<file path="src/rtl/dlfb_pkg.sv">
// ----------------------------------------------------------------------------
// dlfb_pkg
// Shared types, constants and the CRC-16/DNP byte update for the frame builder.
// ----------------------------------------------------------------------------
package dlfb_pkg;

  localparam int unsigned BLOCK_BYTES_DEF = 16;
  localparam int unsigned MAX_PAYLOAD_DEF = 250;
  localparam int unsigned QUEUE_DEPTH     = 4;

  localparam logic [7:0]  SYNC_0       = 8'h05;
  localparam logic [7:0]  SYNC_1       = 8'h64;
  localparam logic [7:0]  LEN_OVERHEAD = 8'd5;
  localparam logic [15:0] CRC_POLY_REV = 16'hA6BC;

  localparam int unsigned HDR_CRC_LO = 8;
  localparam int unsigned HDR_CRC_HI = 9;

  // input opcodes (tuser)
  localparam logic OP_START   = 1'b0;
  localparam logic OP_PAYLOAD = 1'b1;

  typedef enum logic [1:0] {
    STATUS_OK      = 2'd0,
    STATUS_LEN     = 2'd1,
    STATUS_NOFRAME = 2'd2
  } status_e;

  typedef enum logic [1:0] {
    KIND_HDR     = 2'd0,
    KIND_PAY     = 2'd1,
    KIND_ERR_LEN = 2'd2,
    KIND_ERR_PAY = 2'd3
  } kind_e;

  // One queued command: a header, a payload byte with optional block CRC, or an error.
  typedef struct packed {
    kind_e       kind;
    logic [7:0]  data;     // control code (header) or payload byte
    logic [7:0]  len;
    logic [15:0] crc;      // inverted block CRC for the trailer
    logic        trailer;
    logic        done;     // last payload byte of the frame
  } cmd_t;

  function automatic logic [15:0] crc_feed(input logic [15:0] crc, input logic [7:0] b);
    logic [15:0] c;
    c = crc ^ {8'h00, b};
    for (int i = 0; i < 8; i++) begin
      if (c[0]) begin
        c = (c >> 1) ^ CRC_POLY_REV;
      end else begin
        c = c >> 1;
      end
    end
    return c;
  endfunction

endpackage

</file>
<file path="src/rtl/dnp3_link_frame_builder.sv">
// ----------------------------------------------------------------------------
// dnp3_link_frame_builder
// DNP3 link-layer frame builder with CRC-16/DNP header and block checks.
// ----------------------------------------------------------------------------
// Usage:
//   Slave stream: tuser = opcode (0 start frame, 1 payload byte); tdata carries
//   control code, payload length and data byte. Master stream: one frame byte
//   per beat, tlast on the last byte caused by an input beat, tuser holds the
//   frame-end flag and a status code (length above limit, byte outside frame).
//   Source and destination addresses sit in APB registers at 0x0 and 0x4;
//   write them only while the block is idle.
//   A start beat expands to ten output beats (header), a payload beat to one,
//   or three when a block CRC follows; errors give one beat. While tready is
//   high the output side moves one beat per cycle, so a payload stream runs at
//   one beat per cycle apart from the header and block CRC beats. An input
//   beat passes the command queue, current-command and output registers.
//   A four-entry command queue decouples the input classifier from the byte
//   expander, so input beats keep flowing while tready is low on the output
//   until the queue fills. Reset clears the frame state, the queue and the
//   address registers; before a start beat, payload beats give error beats.
// ----------------------------------------------------------------------------
module dnp3_link_frame_builder #(
  parameter int unsigned BLOCK_BYTES = dlfb_pkg::BLOCK_BYTES_DEF,
  parameter int unsigned MAX_PAYLOAD = dlfb_pkg::MAX_PAYLOAD_DEF
) (
  input  logic        clk_i,
  input  logic        rst_ni,
  // APB configuration
  input  logic        psel,
  input  logic        penable,
  input  logic        pwrite,
  input  logic [2:0]  paddr,
  input  logic [31:0] pwdata,
  output logic [31:0] prdata,
  output logic        pready,
  // input stream
  input  logic        s_axis_tvalid,
  output logic        s_axis_tready,
  input  logic [23:0] s_axis_tdata,  // [7:0] control_code, [15:8] payload_length,
                                     // [23:16] data_byte
  input  logic        s_axis_tuser,  // [0] opcode
  // output stream
  output logic        m_axis_tvalid,
  input  logic        m_axis_tready,
  output logic [7:0]  m_axis_tdata,  // [7:0] out_byte
  output logic        m_axis_tlast,  // last_of_run
  output logic [2:0]  m_axis_tuser   // [0] frame_end, [2:1] status
);

  localparam logic [2:0] ADDR_SRC = 3'h0;
  localparam logic [2:0] ADDR_DST = 3'h4;

  logic [15:0]    src_q, dst_q;
  logic           cfg_wr;
  logic           cmd_push_valid, cmd_push_ready, cmd_pop_valid, cmd_pop_ready;
  dlfb_pkg::cmd_t cmd_push, cmd_pop;

  assign pready = 1'b1;
  assign cfg_wr = psel && penable && pwrite;

  always_ff @(posedge clk_i or negedge rst_ni) begin
    if (!rst_ni) begin
      src_q <= '0;
      dst_q <= '0;
    end else if (cfg_wr) begin
      if (paddr == ADDR_SRC) begin
        src_q <= pwdata[15:0];
      end
      if (paddr == ADDR_DST) begin
        dst_q <= pwdata[15:0];
      end
    end
  end

  always_comb begin
    unique case (paddr)
      ADDR_SRC: prdata = {16'h0000, src_q};
      ADDR_DST: prdata = {16'h0000, dst_q};
      default:  prdata = '0;
    endcase
  end

  dlfb_front #(
    .BLOCK_BYTES (BLOCK_BYTES),
    .MAX_PAYLOAD (MAX_PAYLOAD)
  ) u_front (
    .clk_i            (clk_i),
    .rst_ni           (rst_ni),
    .in_valid_i       (s_axis_tvalid),
    .in_ready_o       (s_axis_tready),
    .opcode_i         (s_axis_tuser),
    .control_code_i   (s_axis_tdata[7:0]),
    .payload_length_i (s_axis_tdata[15:8]),
    .data_byte_i      (s_axis_tdata[23:16]),
    .cmd_valid_o      (cmd_push_valid),
    .cmd_ready_i      (cmd_push_ready),
    .cmd_o            (cmd_push)
  );

  dlfb_fifo #(
    .WIDTH ($bits(dlfb_pkg::cmd_t)),
    .DEPTH (dlfb_pkg::QUEUE_DEPTH)
  ) u_queue (
    .clk_i        (clk_i),
    .rst_ni       (rst_ni),
    .push_valid_i (cmd_push_valid),
    .push_ready_o (cmd_push_ready),
    .push_data_i  (cmd_push),
    .pop_valid_o  (cmd_pop_valid),
    .pop_ready_i  (cmd_pop_ready),
    .pop_data_o   (cmd_pop)
  );

  dlfb_back u_back (
    .clk_i                 (clk_i),
    .rst_ni                (rst_ni),
    .cmd_valid_i           (cmd_pop_valid),
    .cmd_ready_o           (cmd_pop_ready),
    .cmd_i                 (cmd_pop),
    .source_address_i      (src_q),
    .destination_address_i (dst_q),
    .out_valid_o           (m_axis_tvalid),
    .out_ready_i           (m_axis_tready),
    .out_byte_o            (m_axis_tdata),
    .last_of_run_o         (m_axis_tlast),
    .frame_end_o           (m_axis_tuser[0]),
    .status_o              (m_axis_tuser[2:1])
  );

endmodule

</file>
<file path="src/rtl/dlfb_fifo.sv">
// ----------------------------------------------------------------------------
// dlfb_fifo
// Short command queue between the front and back parts.
// ----------------------------------------------------------------------------
module dlfb_fifo #(
  parameter int unsigned WIDTH = 8,
  parameter int unsigned DEPTH = dlfb_pkg::QUEUE_DEPTH
) (
  input  logic             clk_i,
  input  logic             rst_ni,
  input  logic             push_valid_i,
  output logic             push_ready_o,
  input  logic [WIDTH-1:0] push_data_i,
  output logic             pop_valid_o,
  input  logic             pop_ready_i,
  output logic [WIDTH-1:0] pop_data_o
);

  localparam int unsigned PtrW = (DEPTH > 1) ? $clog2(DEPTH) : 1;
  localparam int unsigned CntW = $clog2(DEPTH + 1);

  logic [WIDTH-1:0] mem_q [DEPTH];
  logic [PtrW-1:0]  wr_ptr_q, wr_ptr_d, rd_ptr_q, rd_ptr_d;
  logic [CntW-1:0]  count_q, count_d;
  logic             push, pop;

  assign push_ready_o = (count_q != CntW'(DEPTH));
  assign pop_valid_o  = (count_q != '0);
  assign pop_data_o   = mem_q[rd_ptr_q];
  assign push         = push_valid_i && push_ready_o;
  assign pop          = pop_valid_o && pop_ready_i;

  always_comb begin
    wr_ptr_d = wr_ptr_q;
    rd_ptr_d = rd_ptr_q;
    count_d  = count_q;
    if (push) begin
      wr_ptr_d = (wr_ptr_q == PtrW'(DEPTH - 1)) ? '0 : wr_ptr_q + 1'b1;
    end
    if (pop) begin
      rd_ptr_d = (rd_ptr_q == PtrW'(DEPTH - 1)) ? '0 : rd_ptr_q + 1'b1;
    end
    if (push && !pop) begin
      count_d = count_q + 1'b1;
    end else if (pop && !push) begin
      count_d = count_q - 1'b1;
    end
  end

  always_ff @(posedge clk_i or negedge rst_ni) begin
    if (!rst_ni) begin
      wr_ptr_q <= '0;
      rd_ptr_q <= '0;
      count_q  <= '0;
    end else begin
      wr_ptr_q <= wr_ptr_d;
      rd_ptr_q <= rd_ptr_d;
      count_q  <= count_d;
    end
  end

  always_ff @(posedge clk_i) begin
    if (push) begin
      mem_q[wr_ptr_q] <= push_data_i;
    end
  end

endmodule

</file>
<file path="src/rtl/dlfb_front.sv">
// ----------------------------------------------------------------------------
// dlfb_front
// Accepts input beats, tracks frame state and the running block CRC, and
// turns each beat into one command for the back part.
// ----------------------------------------------------------------------------
module dlfb_front #(
  parameter int unsigned BLOCK_BYTES = dlfb_pkg::BLOCK_BYTES_DEF,
  parameter int unsigned MAX_PAYLOAD = dlfb_pkg::MAX_PAYLOAD_DEF
) (
  input  logic            clk_i,
  input  logic            rst_ni,
  input  logic            in_valid_i,
  output logic            in_ready_o,
  input  logic            opcode_i,
  input  logic [7:0]      control_code_i,
  input  logic [7:0]      payload_length_i,
  input  logic [7:0]      data_byte_i,
  output logic            cmd_valid_o,
  input  logic            cmd_ready_i,
  output dlfb_pkg::cmd_t  cmd_o
);

  localparam int unsigned FillW = $clog2(BLOCK_BYTES + 1);

  logic             open_q, open_d;
  logic [7:0]       remain_q, remain_d;
  logic [FillW-1:0] fill_q, fill_d, fill_inc;
  logic [15:0]      crc_q, crc_d, crc_next;
  logic             accept, done, trailer;

  assign in_ready_o  = cmd_ready_i;
  assign accept      = in_valid_i && cmd_ready_i;
  assign cmd_valid_o = accept;

  assign crc_next = dlfb_pkg::crc_feed(crc_q, data_byte_i);
  assign fill_inc = fill_q + 1'b1;
  assign done     = (remain_q == 8'd1);
  assign trailer  = (fill_inc >= FillW'(BLOCK_BYTES)) || done;

  always_comb begin
    open_d       = open_q;
    remain_d     = remain_q;
    fill_d       = fill_q;
    crc_d        = crc_q;
    cmd_o        = '0;
    cmd_o.data   = data_byte_i;
    cmd_o.len    = payload_length_i;
    cmd_o.crc    = ~crc_next;
    cmd_o.kind   = dlfb_pkg::KIND_PAY;
    if (opcode_i == dlfb_pkg::OP_START) begin
      open_d   = 1'b0;
      remain_d = '0;
      fill_d   = '0;
      crc_d    = '0;
      if (payload_length_i > 8'(MAX_PAYLOAD)) begin
        cmd_o.kind = dlfb_pkg::KIND_ERR_LEN;
      end else begin
        cmd_o.kind = dlfb_pkg::KIND_HDR;
        cmd_o.data = control_code_i;
        open_d     = (payload_length_i != 8'd0);
        remain_d   = payload_length_i;
      end
    end else if (!open_q) begin
      cmd_o.kind = dlfb_pkg::KIND_ERR_PAY;
    end else begin
      cmd_o.trailer = trailer;
      cmd_o.done    = done;
      remain_d      = remain_q - 1'b1;
      if (trailer) begin
        fill_d = '0;
        crc_d  = '0;
      end else begin
        fill_d = fill_inc;
        crc_d  = crc_next;
      end
      if (done) begin
        open_d = 1'b0;
      end
    end
  end

  always_ff @(posedge clk_i or negedge rst_ni) begin
    if (!rst_ni) begin
      open_q   <= 1'b0;
      remain_q <= '0;
      fill_q   <= '0;
      crc_q    <= '0;
    end else if (accept) begin
      open_q   <= open_d;
      remain_q <= remain_d;
      fill_q   <= fill_d;
      crc_q    <= crc_d;
    end
  end

endmodule

</file>
<file path="src/rtl/dlfb_back.sv">
// ----------------------------------------------------------------------------
// dlfb_back
// Expands queued commands into output bytes, one beat per cycle while the
// output is ready, computing the header CRC as the header bytes go out.
// ----------------------------------------------------------------------------
module dlfb_back (
  input  logic            clk_i,
  input  logic            rst_ni,
  input  logic            cmd_valid_i,
  output logic            cmd_ready_o,
  input  dlfb_pkg::cmd_t  cmd_i,
  input  logic [15:0]     source_address_i,
  input  logic [15:0]     destination_address_i,
  output logic            out_valid_o,
  input  logic            out_ready_i,
  output logic [7:0]      out_byte_o,
  output logic            last_of_run_o,
  output logic            frame_end_o,
  output logic [1:0]      status_o
);

  dlfb_pkg::cmd_t cur_q;
  logic           cur_valid_q;
  logic [3:0]     idx_q;
  logic [15:0]    hcrc_q;
  logic [15:0]    hcrc_inv;

  logic           emit, load;
  logic [7:0]     byte_c;
  logic           last_c, fend_c;
  dlfb_pkg::status_e status_c;

  logic           m_valid_q, m_last_q, m_fend_q;
  logic [7:0]     m_byte_q;
  logic [1:0]     m_status_q;

  assign hcrc_inv = ~hcrc_q;

  always_comb begin
    byte_c   = '0;
    last_c   = 1'b1;
    fend_c   = 1'b0;
    status_c = dlfb_pkg::STATUS_OK;
    unique case (cur_q.kind)
      dlfb_pkg::KIND_HDR: begin
        last_c = (idx_q == 4'(dlfb_pkg::HDR_CRC_HI));
        fend_c = last_c && (cur_q.len == 8'd0);
        case (idx_q)
          4'd0:    byte_c = dlfb_pkg::SYNC_0;
          4'd1:    byte_c = dlfb_pkg::SYNC_1;
          4'd2:    byte_c = cur_q.len + dlfb_pkg::LEN_OVERHEAD;
          4'd3:    byte_c = cur_q.data;
          4'd4:    byte_c = destination_address_i[7:0];
          4'd5:    byte_c = destination_address_i[15:8];
          4'd6:    byte_c = source_address_i[7:0];
          4'd7:    byte_c = source_address_i[15:8];
          4'd8:    byte_c = hcrc_inv[7:0];
          default: byte_c = hcrc_inv[15:8];
        endcase
      end
      dlfb_pkg::KIND_PAY: begin
        last_c = cur_q.trailer ? (idx_q == 4'd2) : 1'b1;
        fend_c = cur_q.done && (idx_q == 4'd2);
        case (idx_q)
          4'd0:    byte_c = cur_q.data;
          4'd1:    byte_c = cur_q.crc[7:0];
          default: byte_c = cur_q.crc[15:8];
        endcase
      end
      dlfb_pkg::KIND_ERR_LEN: status_c = dlfb_pkg::STATUS_LEN;
      dlfb_pkg::KIND_ERR_PAY: status_c = dlfb_pkg::STATUS_NOFRAME;
    endcase
  end

  assign emit        = cur_valid_q && (!m_valid_q || out_ready_i);
  assign load        = !cur_valid_q || (emit && last_c);
  assign cmd_ready_o = load;

  always_ff @(posedge clk_i or negedge rst_ni) begin
    if (!rst_ni) begin
      cur_valid_q <= 1'b0;
      idx_q       <= '0;
      hcrc_q      <= '0;
    end else if (load) begin
      cur_valid_q <= cmd_valid_i;
      idx_q       <= '0;
      hcrc_q      <= '0;
    end else if (emit) begin
      idx_q <= idx_q + 1'b1;
      if (idx_q < 4'(dlfb_pkg::HDR_CRC_LO)) begin
        hcrc_q <= dlfb_pkg::crc_feed(hcrc_q, byte_c);
      end
    end
  end

  always_ff @(posedge clk_i) begin
    if (load) begin
      cur_q <= cmd_i;
    end
  end

  always_ff @(posedge clk_i or negedge rst_ni) begin
    if (!rst_ni) begin
      m_valid_q <= 1'b0;
    end else if (emit) begin
      m_valid_q <= 1'b1;
    end else if (out_ready_i) begin
      m_valid_q <= 1'b0;
    end
  end

  always_ff @(posedge clk_i) begin
    if (emit) begin
      m_byte_q   <= byte_c;
      m_last_q   <= last_c;
      m_fend_q   <= fend_c;
      m_status_q <= status_c;
    end
  end

  assign out_valid_o   = m_valid_q;
  assign out_byte_o    = m_byte_q;
  assign last_of_run_o = m_last_q;
  assign frame_end_o   = m_fend_q;
  assign status_o      = m_status_q;

endmodule
</file>
<file path="config.mk">
export PLATFORM = sky130hd
export DESIGN_NAME = dnp3_link_frame_builder
export DESIGN_NICKNAME = d
export VERILOG_FILES = /design/src/rtl/dlfb_pkg.sv /design/src/rtl/dnp3_link_frame_builder.sv /design/src/rtl/dlfb_fifo.sv /design/src/rtl/dlfb_front.sv /design/src/rtl/dlfb_back.sv
export SDC_FILE = /design/constraint.sdc
export NUM_CORES = 1
export LEC_CHECK = 0
export CORE_AREA = 4 4 162 164
export DETAILED_ROUTE_END_ITERATION = 7
export DIE_AREA = 0 0 166 168
export DONT_BUFFER_PORTS = 1
export PLACE_DENSITY = 0.73
export SLEW_MARGIN = 10
export SYNTH_ARGS = -nofsm -noshare
export SYNTH_HDL_FRONTEND = slang
export SYNTH_HIERARCHICAL = 1
export SYNTH_SLANG_ARGS = --single-unit
</file>
<file path="constraint.sdc">
create_clock -name clk_i -period 6.4 [get_ports clk_i]
set_input_delay 0.64 -clock clk_i [delete_from_list [all_inputs] [get_ports clk_i]]
set_output_delay 0.64 -clock clk_i [all_outputs]
set_load 0.05 [all_outputs]
</file>
==> impl_results.md, run 1 <==
* Core Rows at 58
* Area after DPL at 13,600 µm²
* Critical Path AT at 4.61 ns
* # IOs at 114
* Post-synth cell types at 91
* Setup Fix Bufs, Post-CTS at 0
* Clock net sink count at 283
* Fill cells at 1,863
* Final worst-path cycle share at 65.4%
* WS Path Type: register to register
* Final net count at approximately 970
* Initial Util at about 54%
* Syn_area_per_cell at ~15 µm²
* Static leakage at 5.52 nW
* EDFF count, synth at 192
* 1st-iter DRT viols at just over 500
* RSZ-0062 raised after global routing: false
* Ant. Diodes at 0
* Layout area overhead at 8.03%
* Cts hold-fix bufs at 1
* Total die area at 27,900 µm²
* Hpwl dp at 17,500 µm
* Port Buf Inserts at 0
* Most frequent cells in the layout: 192 x edfxtp_1, 90 x dfrtp_1, 51 x xnor2_1
* DR WL/cell at approximately 22 µm
* Number of iterations in the first detailed-routing pass at 5
* Routed WL at 26,900 µm
* Vias in the first global route at 7,456
* Worst slew pin tran at approximately 1.2 ns
* Fin area at 14,600 µm²
* F_max at 0.239 GHz
* Worst Path Required at 6.83 ns
* Maximum VDD drop at 0.429 mV
* Register bit count reported by yosys at 283
* Initial antenna violation count at 0
* Register area share after synthesis at approximately three fifths
* Die W at 166 µm
* Root buffer cell: clkbuf_16
* Final hold vios at 2
* Setup crit end kind: register
* Via/cell ratio at 5.90
* Via count at ~7,300
* Die height at 168 µm
* GP Congestion at 0.856
* CTS tree: built
* Hold slack at -0.0133 ns
* Layout cells sized above 1 at 20.4%
* Total of max-cap violations at 0
* Power density over the cells at 642 nW/µm²
* Hold Path Class: input port to async pin
* Final setup vio count at 0
* Crit Path Max Fanout at 16
* CORE AREA at 24,900 µm²
* Clk_lat worst skew at 0.55 ns
* H-tree depth at 1
* Final min period at between 4 and 5 ns
* Mapped Area at 13,500 µm²
* Post_cts resized at 0
* Grt ovf at 0
* Rel. slew slack at 19.1%
* Yosys warning count at 6
* Async S/R FF share, synth at 32.2%
* CTS clock-pin slew for the worst setup and hold paths at 0.06 ns
* Most used DFF post-synth: edfxtp_1
* Status: finished, violations left
* Failing checks: hold timing
* Post-route ant nets at 0
* DRC Markers at 0
* Most common cell after layout, fill and taps aside: edfxtp_1
* Global-route wire length before repair at 43,300 µm
* Fin. max-slew vios at 0
* Pin count of the biggest net entering global routing at 92
* Clock Tree Buf Depth at 3
* Startpoint Class: register
* Post-Synthesis Cells at between 800 and 900
* GRT Util Overall at 19.4%
* CTS buffer count at 30
* Setup TNS at 0 ns
* Worst Skew at between 0.015 and 0.02 ns
cell usage after synthesis, types with 4 or more instances:
master     number  area share, %
nor4_1          5           0.23
nand2_1        41            1.1
buf_2           9           0.33
a21oi_1        33            1.2
and2_1          4           0.18
edfxtp_1      192             43
buf_6           4           0.33
xnor3_2         5           0.88
mux2_4         12            1.3
nand3_1        13           0.48
mux2_2         33            2.7
a22oi_1        12           0.67
nand2b_1        6           0.28
o21ai_1         6           0.22
and3_2          4           0.22
o21ai_0        30            1.1
xnor2_1        51            3.3
xnor2_2        10            1.2
inv_1          19           0.53
and3_1          6           0.28
buf_4          36            2.0
a21o_1          7           0.39
mux4_2         36            6.0
dfrtp_1        91             17
a31oi_1         5           0.23
xor2_1         22            1.4
ha_1           15            1.4
clkbuf_1       11           0.31
mux2i_1        17            1.3
a22o_1         24            1.6
nor2_1         36            1.0
o2bb2ai_1       4           0.26
nor3_1          5           0.18
nand4_1         4           0.18
worst max-delay path: stages, from the launching register on:
cell	delay, ns
dfrtp_1	0.42
inv_1	0.10
ha_1	0.53
nor3b_2	0.51
a22oi_1	0.17
a21oi_1	0.48
nor4b_1	0.17
a2111oi_4	0.50
xor3_1	0.35
xnor2_1	0.37
xnor3_1	0.28
a22o_1	0.20
final cells by class:
cell class                      count  area [µm²]  share of cell area, %
Clock inverter                     17         163                   1.11
Timing Repair Buffer                7        72.6                  0.496
Tap cell                          330         413                   2.82
Clock buffer                       39         826                   5.65
Sequential cell                   283        8040                   55.0
Inverter                           21        81.3                  0.556
Multi-Input combinational cell    543        5020                   34.3
cells by family after synthesis:
logic type	share of synthesized area (%)
flops	59.4
other cells	0.0555
buf+inv	3.97
xor+xnor	8.63
compound gates	8.84
simple gates	6.14
mux	11.4
fa+ha+maj	1.53
layer usage:
layer / part of all wire (%) / global-route usage (%) / wire [µm] / up-vias
met5: 0 / 0 / 0 / -
met4: 2.8 / 5.77 / 742 / 0
met3: 5.8 / 3.01 / 1550 / 45
met2: 47 / 30.8 / 12600 / 235
met1: 44 / 28.3 / 12000 / 3700
li1: - / - / - / 3341
state kept, by name, indices dropped and copies added (netlist names), 3 cells and up:
register           flops
dst_q                 16
src_q                 16
u_back/cur_q          36
u_back/hcrc_q         16
u_back/idx_q           4
u_back/out_byte_o      8
u_front/crc_q         16
u_front/fill_q         5
u_front/remain_q       8
u_queue/count_q        3
u_queue/mem_q        144
stage by stage:
stage                     setup slack (ns)  hold WS, ns  utilization [%]  total power [mW]  cells
after floorplan                       1.44        0.344                -              6.79    913
after global placement                2.30        0.349             54.7              7.56   1183
after detailed placement              2.24        0.347             54.7              7.68   1183
after CTS                             2.22       0.0323             58.7              9.47   1240
after global routing                  1.89       0.0152             58.7              9.95   1240
final                                 2.21      -0.0133             58.7              9.39   1240
power breakdown:
part,internal [mW],switching (mW)
clock network,1.03,0.685
logic,1.92,2.28
registers,3.02,0.447
total,5.97,3.42
worst paths after layout:
| kind | from | end | slack [ns] | cells after the start |
|---|---|---|---|---|
| worst min-delay path | rst_ni | src_q[5] | -0.01 | 1 |
| worst min register to register | u_queue/count_q[2] | u_queue/count_q[2] | 0.50 | 1 |
| min in group clk_i | s_axis_tdata[9] | u_queue/mem_q[0][19] | 0.20 | 0 |
| max in group asynchronous | rst_ni | u_queue/rd_ptr_q[0] | 5.92 | 1 |
| worst max register to register | u_back/idx_q[1] | u_back/hcrc_q[5] | 2.21 | 11 |
| worst max-delay path | u_back/idx_q[1] | u_back/hcrc_q[5] | 2.21 | 11 |
(Power assumes the default switching activity.)
==> inputs of run 2 (changes only) <==
--- a/config.mk
+++ b/config.mk
@@ -9,7 +9,7 @@
 export DETAILED_ROUTE_END_ITERATION = 7
 export DIE_AREA = 0 0 166 168
 export DONT_BUFFER_PORTS = 1
-export PLACE_DENSITY = 0.73
+export PLACE_DENSITY = 0.76
 export SLEW_MARGIN = 10
 export SYNTH_ARGS = -nofsm -noshare
 export SYNTH_HDL_FRONTEND = slang
==> constraint.sdc (replaced) <==
create_clock -name clk_i -period 3.65 [get_ports clk_i]
set_input_delay 0.365 -clock clk_i [delete_from_list [all_inputs] [get_ports clk_i]]
set_output_delay 0.365 -clock clk_i [all_outputs]
set_load 0.05 [all_outputs]
==> impl_results.md, run 2 (synthesis gave the netlist of run 1 again) <==
* Final min period at 3.53 ns (-0.659 ns)
* Fin area at 15,300 µm² (+4.4%)
* DRC Markers at 0 (unchanged)
* GP Congestion at 0.894 (+4.5%)
* Clk_lat worst skew at 0.56 ns (about the same)
* Grt ovf at 0 (unchanged)
* WS Path Type: register to register
* Hold path endpoint: u_front/remain_q[5]
* GRT Util Overall at 19.9% (+0.48 points)
* Final net count at 1,032 (+6.5%)
* Final hold vios at 0 (-2)
* Critical Path AT at 3.98 ns (-0.63 ns)
* Register-to-Register Path Depth at 12 (+1)
* HP Start: s_axis_tuser
* Port Buf Inserts at 0 (unchanged)
* Routed WL at 28,000 µm (+4.0%)
* Placed insts at 1,218 (+3.0%)
* Setup crit end kind: register
* Rel. slew slack at 33.8% (+15 points)
* Area after DPL at 13,900 µm² (+2.0%)
* DR WL/cell at 21.5 µm (-0.92%)
* Core Rows at 58 (unchanged)
* Clock net sink count at 283 (unchanged)
* Max reg flops at 144 (unchanged)
* Non-filler cells, final at 1,302 (+5.0%)
* Clock Tree Buf Depth at 3 (unchanged)
* Status: finished, final reports clean
* F_max at 0.283 GHz (+19%)
* FF-to-FF setup slack at 0.12 ns (-2.09 ns)
* Via/cell ratio at 5.83 (-1.2%)
* Pin count of the biggest net entering global routing at 92 (unchanged)
* Total die area at 27,900 µm² (unchanged)
* H-tree depth at 1 (unchanged)
* Reg2reg start: u_back/idx_q[0]
* Crit Path Max Fanout at 11 (-5)
* Vias in the first global route at 7,726 (+3.6%)
* Number of iterations in the first detailed-routing pass at 5 (unchanged)
* Global-route wire length before repair at 44,200 µm (+2.1%)
* Worst Skew at 0.00912 ns (-0.00655 ns)
* 1st-iter DRT viols at 677 (+32%)
* Final worst-path cycle share at 96.7% (+31 points)
* Worst slew pin tran at 0.990 ns (-0.219 ns)
* Power density over the cells at 1140 nW/µm² (+77%)
* Total of max-cap violations at 0 (unchanged)
* Initial antenna violation count at 0 (unchanged)
* CTS tree: built
* Tot Pwr at 17.4 mW (+85%)
* Fin. max-slew vios at 0 (unchanged)
* Hold path depth at 2
* RSZ-0062 raised after global routing: false
* Final core occ at 61.3% (+2.6 points)
* CTS buffer count at 29 (-3.3%)
* Layout cells sized above 1 at 24.3% (+3.8 points)
* Initial Util at 54.4% (unchanged)
* Layout area overhead at 12.8%
* Post-route ant nets at 0 (unchanged)
* Maximum VDD drop at 0.799 mV (+86%)
* CORE AREA at 24,900 µm² (unchanged)
* Startpoint Class: register
* Die W at 166 µm (unchanged)
* Ant. Diodes at 0 (unchanged)
* CTS clock-pin slew for the worst setup and hold paths at 0.06 ns (about the same)
* Worst Path Required at 4.10 ns (-2.73 ns)
* Die height at 168 µm (unchanged)
* Biggest register: u_queue/mem_q
* Static leakage at 5.84 nW (+5.9%)
* Final setup vio count at 0 (unchanged)
* Most frequent cells in the layout: 192 x edfxtp_1, 90 x dfrtp_1, 51 x xnor2_1
* Hpwl dp at 18,400 µm (+5.2%)
* Top Registers: u_queue/mem_q (144), u_back/cur_q (36)
* Most common cell after layout, fill and taps aside: edfxtp_1
* Reg2reg end: u_back/hcrc_q[2]
* Root buffer cell: clkbuf_16
* # IOs at 114 (unchanged)
* Via count at 7,596 (+3.8%)
* Hold Path Class: input port to register
==> run 2: cell count changes in the layout (fill, tap and decap cells not counted), sizes merged <==
cell         delta
clkbuf          -8
bufinv          +3
dlygate4sd3    +26
clkinvlp        -1
clkinv          +4
buf            +38
==> run 2: area by class of cell <==
| class | count | area (µm²) |
|---|---|---|
| fillers | 1816 | 9630 |
| flip-flops and latches | 283 | 8040 |
| multi-input cells | 543 | 5070 |
| clock buffers | 31 | 733 |
| repair buffers | 71 | 631 |
| well taps | 330 | 413 |
| clock inverters | 23 | 288 |
| inverters | 21 | 81.3 |
==> run 2: timing repair <==
action | 4_1_cts | 5_1_grt
hold buffers | 27 | 0
setup buffers | 0 | 3
endpoints found under the hold margin | 166 | 0
pin swaps | 0 | 2
resized for setup | 1 | 9
endpoints found under the setup margin | 2 | 7
cloned | 0 | 0
==> run 2: worst max path at each step <==
stage,endpoint,start,slack [ns],depth (start not counted)
4_1_cts,u_back/hcrc_q[2],u_back/idx_q[0],0.01,12
5_1_grt,u_back/hcrc_q[2],u_back/idx_q[0],0.007,12
2_1_floorplan,u_queue/count_q[1],u_back/idx_q[0],0.12,13
3_3_place_gp,u_back/hcrc_q[2],u_back/idx_q[0],0.08,12
6_report,u_back/hcrc_q[2],u_back/idx_q[0],0.12,12
3_5_place_dp,u_back/hcrc_q[2],u_back/idx_q[0],-0.03,12
==> run 2: worst max-delay path, stage by stage (launching register included) <==
cell and delay (ns):
dfrtp_1 0.44, inv_1 0.09, ha_2 0.28, or4_4 0.54, o21ai_4 0.15, buf_12 0.16, a21o_1 0.15, o22ai_4 0.10
xor2_4 0.21, xnor2_2 0.23, xnor3_2 0.49, xnor3_1 0.37, a22o_1 0.20
==> run 2: through the flow <==
step | hold slack [ns] | setup WS (ns) | TNS, ns
floorplan | 0.0694 | 0.117 | 0
global placement | 0.0732 | 0.0849 | 0
detailed placement | 0.0724 | -0.0285 | -0.0339
CTS | 0.0173 | 0.0146 | 0
global route | 0.0480 | 0.00653 | 0
finish | 0.0418 | 0.122 | 0
==> run 2: routing by layer <==
metal | vias to the layer above | wire length [µm] | share of wire [%] | global-route usage, %
met5 | - | 0 | 0 | 0
met4 | 0 | 796 | 2.8 | 5.88
met3 | 49 | 1630 | 5.8 | 3.43
met2 | 264 | 13500 | 48 | 31.9
met1 | 3835 | 12000 | 43 | 28.5
li1 | 3448 | - | - | -
==> run 2: where the power goes <==
part / switching [mW] / internal (mW)
Clock: 1.23 / 1.89
Combinational: 4.11 / 3.96
Sequential: 0.876 / 5.30
Total: 6.22 / 11.1
